===== src/sv/wsee_pkg.sv =====
// ----------------------------------------------------------------------------
// Windowed standard deviation estimator package
// Shared widths, constants, operation codes and control structures.
// ----------------------------------------------------------------------------
package wsee_pkg;

    localparam int WINDOW      = 100;
    localparam int SAMPLE_W    = 12;
    localparam int SUM_W       = 14;
    localparam int TOTAL_W     = 21;
    localparam int SQUARES_W   = 35;
    localparam int SLOT_W      = $clog2(WINDOW);
    localparam int FILL_W      = $clog2(WINDOW + 1);
    localparam int NQ_W        = SQUARES_W + $clog2(WINDOW + 1);
    localparam int SS_W        = 2 * TOTAL_W;
    localparam int DIFF_W      = (NQ_W > SS_W) ? NQ_W : SS_W;
    localparam int FRAC_SHIFT  = 16;
    localparam int RAD_W       = ((DIFF_W + FRAC_SHIFT + 1) / 2) * 2;
    localparam int ROOT_W      = RAD_W / 2;
    localparam int REM_W       = ROOT_W + 2;
    localparam int RECIP_SHIFT = ROOT_W + $clog2(WINDOW);
    localparam int RECIP_W     = ROOT_W + 1;
    localparam int PROD_W      = ROOT_W + RECIP_W;
    localparam int SQRT_CNT_W  = $clog2(ROOT_W);
    localparam int STD_W       = 21;
    localparam int GAIN_W      = 24;
    localparam int OFFSET_W    = 32;
    localparam int ENERGY_W    = 38;
    localparam int GAIN_FRAC   = 8;
    localparam int CFG_INDEX_W = 2;
    localparam int CFG_DATA_W  = 32;
    localparam int S_TDATA_W   = 48;
    localparam int M_TDATA_W   = 64;

    localparam logic [RECIP_W-1:0]  RECIP        = RECIP_W'((64'd1 << RECIP_SHIFT) / WINDOW);
    localparam logic [OFFSET_W-1:0] OFFSET_RESET = 32'd1212997549;
    localparam logic [GAIN_W-1:0]   GAIN_RESET   = 24'd1889786;

    typedef enum logic [CFG_INDEX_W-1:0] {
        CFG_ENERGY_OFFSET = 2'd0,
        CFG_ENERGY_GAIN   = 2'd1
    } cfg_reg_t;

    typedef enum logic [3:0] {
        OP_IDLE,
        OP_LOAD,
        OP_SQ_OLD,
        OP_SQ_NEW,
        OP_ACC,
        OP_NQ,
        OP_SS,
        OP_DIFF,
        OP_SQRT,
        OP_DIV,
        OP_QEST,
        OP_QFIX,
        OP_GAIN,
        OP_FINISH
    } dp_op_t;

    typedef enum logic [3:0] {
        ST_IDLE,
        ST_SQ_OLD,
        ST_SQ_NEW,
        ST_ACC,
        ST_NQ,
        ST_SS,
        ST_DIFF,
        ST_SQRT,
        ST_DIV,
        ST_QEST,
        ST_QFIX,
        ST_GAIN,
        ST_FINISH
    } ctrl_state_t;

    typedef struct packed {
        dp_op_t op;
    } dp_cmd_t;

    typedef struct packed {
        logic fill_last;
        logic out_stall;
    } dp_status_t;

endpackage


===== src/sv/wsee_ram.sv =====
// ----------------------------------------------------------------------------
// Generic RAM
// One write port and one read port with registered read data.
// ----------------------------------------------------------------------------
module wsee_ram #(
    parameter int WIDTH = 8,
    parameter int DEPTH = 16
) (
    input  logic                     aclk,
    input  logic                     wr_en,
    input  logic [$clog2(DEPTH)-1:0] wr_addr,
    input  logic [WIDTH-1:0]         wr_data,
    input  logic                     rd_en,
    input  logic [$clog2(DEPTH)-1:0] rd_addr,
    output logic [WIDTH-1:0]         rd_data
);

    logic [WIDTH-1:0] mem_reg [DEPTH];
    logic [WIDTH-1:0] rd_data_reg;

    always_ff @(posedge aclk) begin
        if (wr_en) begin
            mem_reg[wr_addr] <= wr_data;
        end
        if (rd_en) begin
            rd_data_reg <= mem_reg[rd_addr];
        end
    end

    assign rd_data = rd_data_reg;

endmodule


===== src/sv/wsee_ctrl.sv =====
// ----------------------------------------------------------------------------
// Estimator controller
// Sequences ring update, accumulation, square root, scaling and output load.
// ----------------------------------------------------------------------------
module wsee_ctrl (
    input  logic                 aclk,
    input  logic                 aresetn,
    input  logic                 s_tvalid,
    output logic                 s_tready,
    input  wsee_pkg::dp_status_t dp_stat,
    output wsee_pkg::dp_cmd_t    dp_cmd
);

    wsee_pkg::ctrl_state_t              state_reg, state_next;
    logic [wsee_pkg::SQRT_CNT_W-1:0]    cnt_reg, cnt_next;

    always_ff @(posedge aclk) begin
        if (!aresetn) begin
            state_reg <= wsee_pkg::ST_IDLE;
            cnt_reg   <= '0;
        end else begin
            state_reg <= state_next;
            cnt_reg   <= cnt_next;
        end
    end

    always_comb begin
        state_next = state_reg;
        dp_cmd.op  = wsee_pkg::OP_IDLE;
        s_tready   = 1'b0;
        cnt_next   = '0;
        unique case (state_reg)
            wsee_pkg::ST_IDLE: begin
                s_tready = aresetn;
                if (s_tvalid && aresetn) begin
                    dp_cmd.op  = wsee_pkg::OP_LOAD;
                    state_next = wsee_pkg::ST_SQ_OLD;
                end
            end
            wsee_pkg::ST_SQ_OLD: begin
                dp_cmd.op  = wsee_pkg::OP_SQ_OLD;
                state_next = wsee_pkg::ST_SQ_NEW;
            end
            wsee_pkg::ST_SQ_NEW: begin
                dp_cmd.op  = wsee_pkg::OP_SQ_NEW;
                state_next = wsee_pkg::ST_ACC;
            end
            wsee_pkg::ST_ACC: begin
                dp_cmd.op  = wsee_pkg::OP_ACC;
                state_next = dp_stat.fill_last ? wsee_pkg::ST_NQ : wsee_pkg::ST_FINISH;
            end
            wsee_pkg::ST_NQ: begin
                dp_cmd.op  = wsee_pkg::OP_NQ;
                state_next = wsee_pkg::ST_SS;
            end
            wsee_pkg::ST_SS: begin
                dp_cmd.op  = wsee_pkg::OP_SS;
                state_next = wsee_pkg::ST_DIFF;
            end
            wsee_pkg::ST_DIFF: begin
                dp_cmd.op  = wsee_pkg::OP_DIFF;
                state_next = wsee_pkg::ST_SQRT;
            end
            wsee_pkg::ST_SQRT: begin
                dp_cmd.op = wsee_pkg::OP_SQRT;
                cnt_next  = cnt_reg + 1'b1;
                if (cnt_reg == wsee_pkg::SQRT_CNT_W'(wsee_pkg::ROOT_W - 1)) begin
                    cnt_next   = '0;
                    state_next = wsee_pkg::ST_DIV;
                end
            end
            wsee_pkg::ST_DIV: begin
                dp_cmd.op  = wsee_pkg::OP_DIV;
                state_next = wsee_pkg::ST_QEST;
            end
            wsee_pkg::ST_QEST: begin
                dp_cmd.op  = wsee_pkg::OP_QEST;
                state_next = wsee_pkg::ST_QFIX;
            end
            wsee_pkg::ST_QFIX: begin
                dp_cmd.op  = wsee_pkg::OP_QFIX;
                state_next = wsee_pkg::ST_GAIN;
            end
            wsee_pkg::ST_GAIN: begin
                dp_cmd.op  = wsee_pkg::OP_GAIN;
                state_next = wsee_pkg::ST_FINISH;
            end
            wsee_pkg::ST_FINISH: begin
                if (!dp_stat.out_stall) begin
                    dp_cmd.op  = wsee_pkg::OP_FINISH;
                    state_next = wsee_pkg::ST_IDLE;
                end
            end
            default: begin
                state_next = wsee_pkg::ST_IDLE;
            end
        endcase
    end

endmodule


===== src/sv/wsee_datapath.sv =====
// ----------------------------------------------------------------------------
// Estimator datapath
// Sum ring, running sums, shared multiplier, bit-serial square root,
// reciprocal division, configuration registers and output register.
// ----------------------------------------------------------------------------
module wsee_datapath (
    input  logic                                aclk,
    input  logic                                aresetn,
    input  wsee_pkg::dp_cmd_t                   dp_cmd,
    output wsee_pkg::dp_status_t                dp_stat,
    input  logic [wsee_pkg::SAMPLE_W-1:0]       pressure_a,
    input  logic [wsee_pkg::SAMPLE_W-1:0]       pressure_b,
    input  logic [wsee_pkg::SAMPLE_W-1:0]       pressure_c,
    input  logic [wsee_pkg::SAMPLE_W-1:0]       pressure_d,
    input  logic                                cfg_valid,
    input  logic [wsee_pkg::CFG_INDEX_W-1:0]    cfg_index,
    input  logic [wsee_pkg::CFG_DATA_W-1:0]     cfg_data,
    input  logic                                m_tready,
    output logic                                m_tvalid,
    output logic                                ready_res,
    output logic [wsee_pkg::STD_W-1:0]          std_dev,
    output logic [wsee_pkg::ENERGY_W-1:0]       energy
);

    logic [wsee_pkg::SUM_W-1:0]     sum_reg, sum_next;
    logic [wsee_pkg::SLOT_W-1:0]    slot_reg, slot_next;
    logic [wsee_pkg::FILL_W-1:0]    fill_reg, fill_next;
    logic [wsee_pkg::TOTAL_W-1:0]   total_reg, total_next;
    logic [wsee_pkg::SQUARES_W-1:0] squares_reg, squares_next;
    logic [wsee_pkg::PROD_W-1:0]    prod_reg, prod_next;
    logic [wsee_pkg::NQ_W-1:0]      nq_reg, nq_next;
    logic [wsee_pkg::RAD_W-1:0]     rad_reg, rad_next;
    logic [wsee_pkg::ROOT_W-1:0]    root_reg, root_next;
    logic [wsee_pkg::REM_W-1:0]     rem_reg, rem_next;
    logic [wsee_pkg::ROOT_W-1:0]    q_reg, q_next;
    logic [wsee_pkg::STD_W-1:0]     sd_reg, sd_next;
    logic                           full_res_reg, full_res_next;
    logic [wsee_pkg::OFFSET_W-1:0]  offset_reg, offset_next;
    logic [wsee_pkg::GAIN_W-1:0]    gain_reg, gain_next;
    logic                           out_valid_reg, out_valid_next;
    logic                           out_ready_reg, out_ready_next;
    logic [wsee_pkg::STD_W-1:0]     out_std_reg, out_std_next;
    logic [wsee_pkg::ENERGY_W-1:0]  out_energy_reg, out_energy_next;

    logic [wsee_pkg::SUM_W-1:0]     old_sum;
    logic [wsee_pkg::SUM_W-1:0]     in_sum;
    logic                           window_full;
    logic [wsee_pkg::ROOT_W-1:0]    mul_a;
    logic [wsee_pkg::RECIP_W-1:0]   mul_b;
    logic [wsee_pkg::PROD_W-1:0]    mul_p;
    logic [wsee_pkg::DIFF_W-1:0]    nq_ext;
    logic [wsee_pkg::DIFF_W-1:0]    ss_ext;
    logic [wsee_pkg::DIFF_W-1:0]    diff;
    logic [wsee_pkg::REM_W-1:0]     rem_trial;
    logic [wsee_pkg::REM_W-1:0]     root_trial;
    logic [wsee_pkg::ROOT_W-1:0]    q_resid;
    logic [wsee_pkg::ENERGY_W-1:0]  energy_calc;

    wsee_ram #(
        .WIDTH(wsee_pkg::SUM_W),
        .DEPTH(wsee_pkg::WINDOW)
    ) u_ring (
        .aclk   (aclk),
        .wr_en  (dp_cmd.op == wsee_pkg::OP_SQ_NEW),
        .wr_addr(slot_reg),
        .wr_data(sum_reg),
        .rd_en  (dp_cmd.op == wsee_pkg::OP_LOAD),
        .rd_addr(slot_reg),
        .rd_data(old_sum)
    );

    assign in_sum = wsee_pkg::SUM_W'(pressure_a) + wsee_pkg::SUM_W'(pressure_b)
                  + wsee_pkg::SUM_W'(pressure_c) + wsee_pkg::SUM_W'(pressure_d);
    assign window_full = (fill_reg == wsee_pkg::FILL_W'(wsee_pkg::WINDOW));

    always_comb begin
        mul_a = '0;
        mul_b = '0;
        unique case (dp_cmd.op)
            wsee_pkg::OP_SQ_OLD: begin
                mul_a = wsee_pkg::ROOT_W'(old_sum);
                mul_b = wsee_pkg::RECIP_W'(old_sum);
            end
            wsee_pkg::OP_SQ_NEW: begin
                mul_a = wsee_pkg::ROOT_W'(sum_reg);
                mul_b = wsee_pkg::RECIP_W'(sum_reg);
            end
            wsee_pkg::OP_SS: begin
                mul_a = wsee_pkg::ROOT_W'(total_reg);
                mul_b = wsee_pkg::RECIP_W'(total_reg);
            end
            wsee_pkg::OP_DIV: begin
                mul_a = root_reg;
                mul_b = wsee_pkg::RECIP;
            end
            wsee_pkg::OP_GAIN: begin
                mul_a = wsee_pkg::ROOT_W'(sd_reg);
                mul_b = wsee_pkg::RECIP_W'(gain_reg);
            end
            default: begin
                mul_a = '0;
                mul_b = '0;
            end
        endcase
    end

    assign mul_p = wsee_pkg::PROD_W'(mul_a) * wsee_pkg::PROD_W'(mul_b);

    assign nq_ext     = wsee_pkg::DIFF_W'(nq_reg);
    assign ss_ext     = wsee_pkg::DIFF_W'(prod_reg[wsee_pkg::SS_W-1:0]);
    assign diff       = (nq_ext > ss_ext) ? (nq_ext - ss_ext) : '0;
    assign rem_trial  = {rem_reg[wsee_pkg::REM_W-3:0], rad_reg[wsee_pkg::RAD_W-1 -: 2]};
    assign root_trial = {root_reg, 2'b01};
    assign q_resid    = root_reg
                      - wsee_pkg::ROOT_W'(q_reg * wsee_pkg::ROOT_W'(wsee_pkg::WINDOW));
    assign energy_calc = wsee_pkg::ENERGY_W'(offset_reg)
                       + wsee_pkg::ENERGY_W'(prod_reg >> wsee_pkg::GAIN_FRAC);

    always_comb begin
        sum_next        = sum_reg;
        slot_next       = slot_reg;
        fill_next       = fill_reg;
        total_next      = total_reg;
        squares_next    = squares_reg;
        prod_next       = prod_reg;
        nq_next         = nq_reg;
        rad_next        = rad_reg;
        root_next       = root_reg;
        rem_next        = rem_reg;
        q_next          = q_reg;
        sd_next         = sd_reg;
        full_res_next   = full_res_reg;
        offset_next     = offset_reg;
        gain_next       = gain_reg;
        out_valid_next  = out_valid_reg && !m_tready;
        out_ready_next  = out_ready_reg;
        out_std_next    = out_std_reg;
        out_energy_next = out_energy_reg;

        if (cfg_valid) begin
            unique case (cfg_index)
                wsee_pkg::CFG_ENERGY_OFFSET: offset_next = cfg_data;
                wsee_pkg::CFG_ENERGY_GAIN:   gain_next   = cfg_data[wsee_pkg::GAIN_W-1:0];
                default: begin
                    offset_next = offset_reg;
                end
            endcase
        end

        unique case (dp_cmd.op)
            wsee_pkg::OP_LOAD: begin
                sum_next = in_sum;
            end
            wsee_pkg::OP_SQ_OLD: begin
                prod_next = mul_p;
                if (window_full) begin
                    total_next = total_reg - wsee_pkg::TOTAL_W'(old_sum);
                end
            end
            wsee_pkg::OP_SQ_NEW: begin
                prod_next  = mul_p;
                total_next = total_reg + wsee_pkg::TOTAL_W'(sum_reg);
                if (window_full) begin
                    squares_next = squares_reg - wsee_pkg::SQUARES_W'(prod_reg);
                end
            end
            wsee_pkg::OP_ACC: begin
                squares_next  = squares_reg + wsee_pkg::SQUARES_W'(prod_reg);
                slot_next     = (slot_reg == wsee_pkg::SLOT_W'(wsee_pkg::WINDOW - 1))
                              ? '0 : slot_reg + 1'b1;
                full_res_next = dp_stat.fill_last;
                if (!window_full) begin
                    fill_next = fill_reg + 1'b1;
                end
            end
            wsee_pkg::OP_NQ: begin
                nq_next = wsee_pkg::NQ_W'(squares_reg) * wsee_pkg::NQ_W'(wsee_pkg::WINDOW);
            end
            wsee_pkg::OP_SS: begin
                prod_next = mul_p;
            end
            wsee_pkg::OP_DIFF: begin
                rad_next  = wsee_pkg::RAD_W'({diff, wsee_pkg::FRAC_SHIFT'(0)});
                root_next = '0;
                rem_next  = '0;
            end
            wsee_pkg::OP_SQRT: begin
                rad_next = rad_reg << 2;
                if (rem_trial >= root_trial) begin
                    rem_next  = rem_trial - root_trial;
                    root_next = {root_reg[wsee_pkg::ROOT_W-2:0], 1'b1};
                end else begin
                    rem_next  = rem_trial;
                    root_next = {root_reg[wsee_pkg::ROOT_W-2:0], 1'b0};
                end
            end
            wsee_pkg::OP_DIV: begin
                prod_next = mul_p;
            end
            wsee_pkg::OP_QEST: begin
                q_next = wsee_pkg::ROOT_W'(prod_reg >> wsee_pkg::RECIP_SHIFT);
            end
            wsee_pkg::OP_QFIX: begin
                if (q_resid >= wsee_pkg::ROOT_W'(wsee_pkg::WINDOW)) begin
                    sd_next = wsee_pkg::STD_W'(q_reg + 1'b1);
                end else begin
                    sd_next = wsee_pkg::STD_W'(q_reg);
                end
            end
            wsee_pkg::OP_GAIN: begin
                prod_next = mul_p;
            end
            wsee_pkg::OP_FINISH: begin
                out_valid_next  = 1'b1;
                out_ready_next  = full_res_reg;
                out_std_next    = full_res_reg ? sd_reg : '0;
                out_energy_next = full_res_reg ? energy_calc : '0;
            end
            default: begin
                sum_next = sum_reg;
            end
        endcase
    end

    always_ff @(posedge aclk) begin
        if (!aresetn) begin
            slot_reg      <= '0;
            fill_reg      <= '0;
            total_reg     <= '0;
            squares_reg   <= '0;
            full_res_reg  <= 1'b0;
            offset_reg    <= wsee_pkg::OFFSET_RESET;
            gain_reg      <= wsee_pkg::GAIN_RESET;
            out_valid_reg <= 1'b0;
        end else begin
            slot_reg      <= slot_next;
            fill_reg      <= fill_next;
            total_reg     <= total_next;
            squares_reg   <= squares_next;
            full_res_reg  <= full_res_next;
            offset_reg    <= offset_next;
            gain_reg      <= gain_next;
            out_valid_reg <= out_valid_next;
        end
    end

    always_ff @(posedge aclk) begin
        sum_reg        <= sum_next;
        prod_reg       <= prod_next;
        nq_reg         <= nq_next;
        rad_reg        <= rad_next;
        root_reg       <= root_next;
        rem_reg        <= rem_next;
        q_reg          <= q_next;
        sd_reg         <= sd_next;
        out_ready_reg  <= out_ready_next;
        out_std_reg    <= out_std_next;
        out_energy_reg <= out_energy_next;
    end

    assign dp_stat.fill_last = (fill_reg >= wsee_pkg::FILL_W'(wsee_pkg::WINDOW - 1));
    assign dp_stat.out_stall = out_valid_reg && !m_tready;

    assign m_tvalid  = out_valid_reg;
    assign ready_res = out_ready_reg;
    assign std_dev   = out_std_reg;
    assign energy    = out_energy_reg;

endmodule


===== src/sv/windowed_stdev_energy_estimator_unit.sv =====
// ----------------------------------------------------------------------------
// Windowed standard deviation energy estimator
// Input is taken only in the idle state, so a new item is accepted only after
// the previous result has been loaded into the output register, which waits
// on m_tready; the 29-step bit-serial square root in the datapath runs only
// once the window is full.
// Synchronous active-low reset clears the running sums, fill count and write
// slot and loads the configuration registers with their default values.
// ----------------------------------------------------------------------------
module windowed_stdev_energy_estimator_unit (
    input  logic                                aclk,
    input  logic                                aresetn,
    input  logic                                s_tvalid,
    output logic                                s_tready,
    // pressure_a [11:0], pressure_b [23:12], pressure_c [35:24], pressure_d [47:36]
    input  logic [wsee_pkg::S_TDATA_W-1:0]      s_tdata,
    output logic                                m_tvalid,
    input  logic                                m_tready,
    // std_dev [20:0], energy [58:21], zero fill [63:59]
    output logic [wsee_pkg::M_TDATA_W-1:0]      m_tdata,
    // ready_res [0]
    output logic                                m_tuser,
    input  logic                                cfg_valid,
    output logic                                cfg_ready,
    input  logic [wsee_pkg::CFG_INDEX_W-1:0]    cfg_index,
    input  logic [wsee_pkg::CFG_DATA_W-1:0]     cfg_data
);

    wsee_pkg::dp_cmd_t               dp_cmd;
    wsee_pkg::dp_status_t            dp_stat;
    logic [wsee_pkg::STD_W-1:0]      std_dev;
    logic [wsee_pkg::ENERGY_W-1:0]   energy;

    assign cfg_ready = aresetn;

    wsee_ctrl u_ctrl (
        .aclk    (aclk),
        .aresetn (aresetn),
        .s_tvalid(s_tvalid),
        .s_tready(s_tready),
        .dp_stat (dp_stat),
        .dp_cmd  (dp_cmd)
    );

    wsee_datapath u_datapath (
        .aclk      (aclk),
        .aresetn   (aresetn),
        .dp_cmd    (dp_cmd),
        .dp_stat   (dp_stat),
        .pressure_a(s_tdata[11:0]),
        .pressure_b(s_tdata[23:12]),
        .pressure_c(s_tdata[35:24]),
        .pressure_d(s_tdata[47:36]),
        .cfg_valid (cfg_valid && cfg_ready),
        .cfg_index (cfg_index),
        .cfg_data  (cfg_data),
        .m_tready  (m_tready),
        .m_tvalid  (m_tvalid),
        .ready_res (m_tuser),
        .std_dev   (std_dev),
        .energy    (energy)
    );

    assign m_tdata = wsee_pkg::M_TDATA_W'({energy, std_dev});

    // A result that is not ready carries all-zero data.
    assert property (@(posedge aclk) disable iff (!aresetn)
        (m_tvalid && !m_tuser) |-> (m_tdata == '0))
        else $error("not-ready result carries nonzero data");

    // Loading the output register always presents a result next cycle.
    assert property (@(posedge aclk) disable iff (!aresetn)
        (dp_cmd.op == wsee_pkg::OP_FINISH) |=> m_tvalid)
        else $error("output load did not raise m_tvalid");

    // After an input transfer the block stops taking input while it works.
    assert property (@(posedge aclk) disable iff (!aresetn)
        (s_tvalid && s_tready) |=> !s_tready)
        else $error("input taken while an item is in progress");

    // The output register is never overwritten while a result is stalled.
    assert property (@(posedge aclk) disable iff (!aresetn)
        (m_tvalid && !m_tready) |-> (dp_cmd.op != wsee_pkg::OP_FINISH))
        else $error("stalled result overwritten");

endmodule

===== config.mk =====
export PLATFORM = sky130hd
export DESIGN_NAME = windowed_stdev_energy_estimator_unit
export DESIGN_NICKNAME = d
export VERILOG_FILES = /design/src/sv/wsee_pkg.sv /design/src/sv/wsee_ram.sv /design/src/sv/wsee_ctrl.sv /design/src/sv/wsee_datapath.sv /design/src/sv/windowed_stdev_energy_estimator_unit.sv
export SDC_FILE = /design/constraint.sdc
export NUM_CORES = 2
export LEC_CHECK = 0
export ABC_AREA = 1
export BUFFER_PORTS_ARGS = -buffer_cell sky130_fd_sc_hd__buf_2
export CORE_MARGIN = 3
export CORE_UTILIZATION = 30
export DETAILED_ROUTE_END_ITERATION = 10
export PLACE_DENSITY_LB_ADDON = 0.25
export SYNTH_ARGS = -nofsm -noshare
export SYNTH_HDL_FRONTEND = slang
export SYNTH_SLANG_ARGS = --single-unit
export TNS_END_PERCENT = 30

===== constraint.sdc =====
create_clock -name aclk -period 15.3 [get_ports aclk]
set_input_delay 0.765 -clock aclk [delete_from_list [all_inputs] [get_ports aclk]]
set_output_delay 0.765 -clock aclk [all_outputs]
set_load 0.1 [all_outputs]

==> flow_summary.toml <==
[outcome]
status = "finished clean"

[die]
start_util = 0.302
num_io_pins = 155
die_area_um2 = 394000
coreArea_um2 = 384000
fp-row-count = 227
die_height_um = 628
die_w_um = 628

[sta]
worst_slew_pin_slew_ns = 1.33
fmax_mhz = 94.6
fin_crit_sh = 0.691
hold_violations = 0
grt_setup_unrepaired = "false"
slew_headroom = 0.113
setup_violations = 0
final.setup.tns_ns = 0
period_minus_slack_ns = 10.57
finClkSkew_ns = 0.123
slew_violations = 0

[global_route]
antenna_found_initial = 14
grt_pass1_vias = 82270
grt.total_usage = 0.192
grt_pass1_wl_um = 563000
grt_max_degree = 114
gr-total-overflow = 0

[routing]
first_pass_iters = 6
drcViolationCount = 0
finalWirelength_um = 386000
drt_iter0_markers = 7588
antenna_left = 0
vias = 83880
wl_per_cell_um = 22.4
viasPerCell = 4.87

[clock_network]
numCtsBuffers = 207
cts_setup_buffers = 0
htreeDepth = 4
cts_resized = 0
worstSkewPairLatency_ns = 0.96
cts_tree = "done"
cts_root_buffer = "clkbuf_16"
clk_path_buf_depth = 4
clkTransAtPathRegs_ns = 0.06
clock_sinks = 1868
hold_buffers = 0

[power]
power.share.switching = 0.487
p_switching_mw = 14.3
seqPwrFrac = 0.233
total_power_mw = 29.4
pwr-share-comb = 0.597
peakVddDrop_mv = 0.454
clkPwrFrac = 0.170
intPower_mw = 15.1
power.density_nw_per_um2 = 225
p_leak_nw = 54.4

[cells_and_area]
drive_gt1_frac = 0.0707
nets = 13371
largest_reg_flops = 1400
final_cell_area_um2 = 131000
multi_input_comb_area_um2 = 52800
syn2layout_area_growth_pct = 12.5
utilization = 0.340
seqCellArea_um2 = 54700
fillCellCount = 39226

[setup_path]
worstPathArrival_ns = 11.19
critPathKind = "reg -> reg"
critical_path.most_common_cell = "fa_1"
cp-end-kind = "register"
worstPathMaxFanout = 38
startpoint_type = "register"
cp.required_ns = 15.93
crit_path_max_incr_delay_ns = 1.00
worst_path_max_delay_cell = "o21ai_0"

[logic_synthesis]
syn_area_um2 = 116000
synth_seq_cells = 1868
ys.flop_type = "edfxtp_1"
synth_warnings = 0
syn_area_per_cell_um2 = 10.0
synthCells = 11558
synth-edff-count = 1731
seq_area_frac_synth = 0.472
ys_types = 75
synthArstFlopShare = 0

[placement]
placed_area_um2 = 124000
hpwlAfterDp_um = 281000
place_congestion = 0.961
io_buffers = 149

[worst_hold_path]
hold_path.class = "in -> reg"

[job]
cap_viol_max_count = 0
## synthesized netlist by cell type (13+ instances only)
| master | number | area, um2 |
|---|---|---|
| nand2_1 | 2261 | 8490 |
| a21o_1 | 47 | 353 |
| nor2_2 | 30 | 188 |
| buf_4 | 21 | 158 |
| nand4_1 | 226 | 1410 |
| xnor2_1 | 100 | 876 |
| nor2_1 | 1099 | 4130 |
| o22ai_1 | 14 | 87.6 |
| o21a_1 | 19 | 143 |
| fa_1 | 703 | 14100 |
| ha_1 | 678 | 8480 |
| o21ai_1 | 36 | 180 |
| a22oi_1 | 200 | 1500 |
| buf_2 | 189 | 946 |
| nand3_1 | 294 | 1470 |
| nand2_2 | 17 | 106 |
| and3_1 | 30 | 188 |
| o21ai_0 | 410 | 2050 |
| buf_1 | 14 | 52.6 |
| a21oi_1 | 486 | 2430 |
| inv_1 | 1885 | 7080 |
| edfxtp_1 | 1731 | 52000 |
| a31oi_1 | 66 | 413 |
| o211ai_1 | 51 | 383 |
| dfxtp_1 | 137 | 2740 |
| nor3_1 | 64 | 320 |
| a221oi_1 | 147 | 1290 |
| o21bai_1 | 50 | 375 |
| a21boi_0 | 13 | 97.6 |
| a22o_1 | 40 | 350 |
| clkbuf_1 | 98 | 368 |
| xor2_1 | 182 | 1590 |
| nor4_1 | 23 | 144 |
| inv_2 | 44 | 165 |
## cell families (layout without fill, tap and decap cells)
family | count (synthesis) | after routing | share of synthesized area
buf+inv | 2273 | 2704 | 0.0770
xor+xnor | 282 | 282 | 0.0213
compound gates | 1639 | 1639 | 0.0879
simple gates | 4113 | 4113 | 0.148
fa+ha+maj | 1381 | 1381 | 0.194
other cells | 2 | 90 | 0.0000647
flops | 1868 | 1868 | 0.472
## final cells by class
| class | count | share of cell area |
|---|---|---|
| Antenna cell | 5 | 0.0000959 |
| Timing Repair Buffer | 387 | 0.0198 |
| Tap cell | 5152 | 0.0494 |
| Sequential cell | 1868 | 0.419 |
| Multi-Input combinational cell | 7500 | 0.404 |
| Inverter | 1939 | 0.0560 |
| Clock buffer | 262 | 0.0423 |
| Clock inverter | 116 | 0.00885 |
## final timing paths
path	start	end	slack, ns	depth (start not counted)
setup / recovery	u_ctrl.state_reg[0]	u_datapath.prod_reg[27]	4.73	32
hold / removal	cfg_data[26]	u_datapath.offset_reg[26]	0.14	3
setup reg to reg	u_ctrl.state_reg[0]	u_datapath.prod_reg[27]	4.73	32
hold reg to reg	u_datapath.prod_reg[49]	u_datapath.q_reg[13]	0.42	0
## layer usage
metal  part of all wire  up-vias  wire [um]  track usage
li1                   -    39173          -            -
met1               0.45    41418     172000        0.267
met2               0.46     2769     176000        0.313
met3              0.066      514      25400       0.0257
met4              0.032        6      12200       0.0549
met5            0.00011        -         41            0
## cell usage in the layout, fill, tap and decap left out, types with 23 or more instances in the layout
master / instances
o211ai_1: 51
dfxtp_1: 136
nor4_1: 23
o21bai_1: 50
inv_2: 39
a22oi_1: 200
a31oi_1: 66
nor3_1: 62
a21o_1: 47
a221oi_1: 147
nor2_2: 31
inv_1: 1884
a22o_1: 40
fa_1: 703
xnor2_1: 100
buf_4: 235
conb_1: 85
xor2_1: 182
clkbuf_16: 212
nor2_1: 1090
nand4_1: 226
nand2_1: 2261
ha_1: 678
and3_1: 30
buf_2: 148
edfxtp_1: 1731
a21oi_1: 484
clkinv_2: 31
clkbuf_1: 47
o21ai_1: 37
clkinv_1: 51
o21ai_0: 409
nand3_1: 293
## stage by stage
step / setup WS (ns) / instances / hold WS, ns
after global placement: 4.95 / 16846 / 0.403
after CTS: 4.87 / 17224 / 0.0869
after detailed placement: 4.97 / 16846 / 0.406
after global routing: 4.18 / 17227 / 0.139
after floorplan: 7.16 / 11641 / 0.400
final: 4.73 / 17229 / 0.144
## power groups by stage
stage / logic, mW / clock network, mW / registers (mW)
floorplan: 11.4 / 0 / 6.94
detailed placement: 17.3 / 0 / 6.96
global placement: 17.3 / 0 / 6.96
finish: 17.6 / 4.99 / 6.85
CTS: 17.5 / 5.09 / 6.86
global route: 19.5 / 5.29 / 6.86
## worst max-delay path: cells and delay by family (launching register included)
family          cells  cell delay [ns]
fa+ha+maj           9             4.15
compound gates      2             1.16
simple gates       10             2.56
buf+inv            10             1.70
xor+xnor            1             0.34
flops               1             0.33
Power figures use the tool's default switching activity.
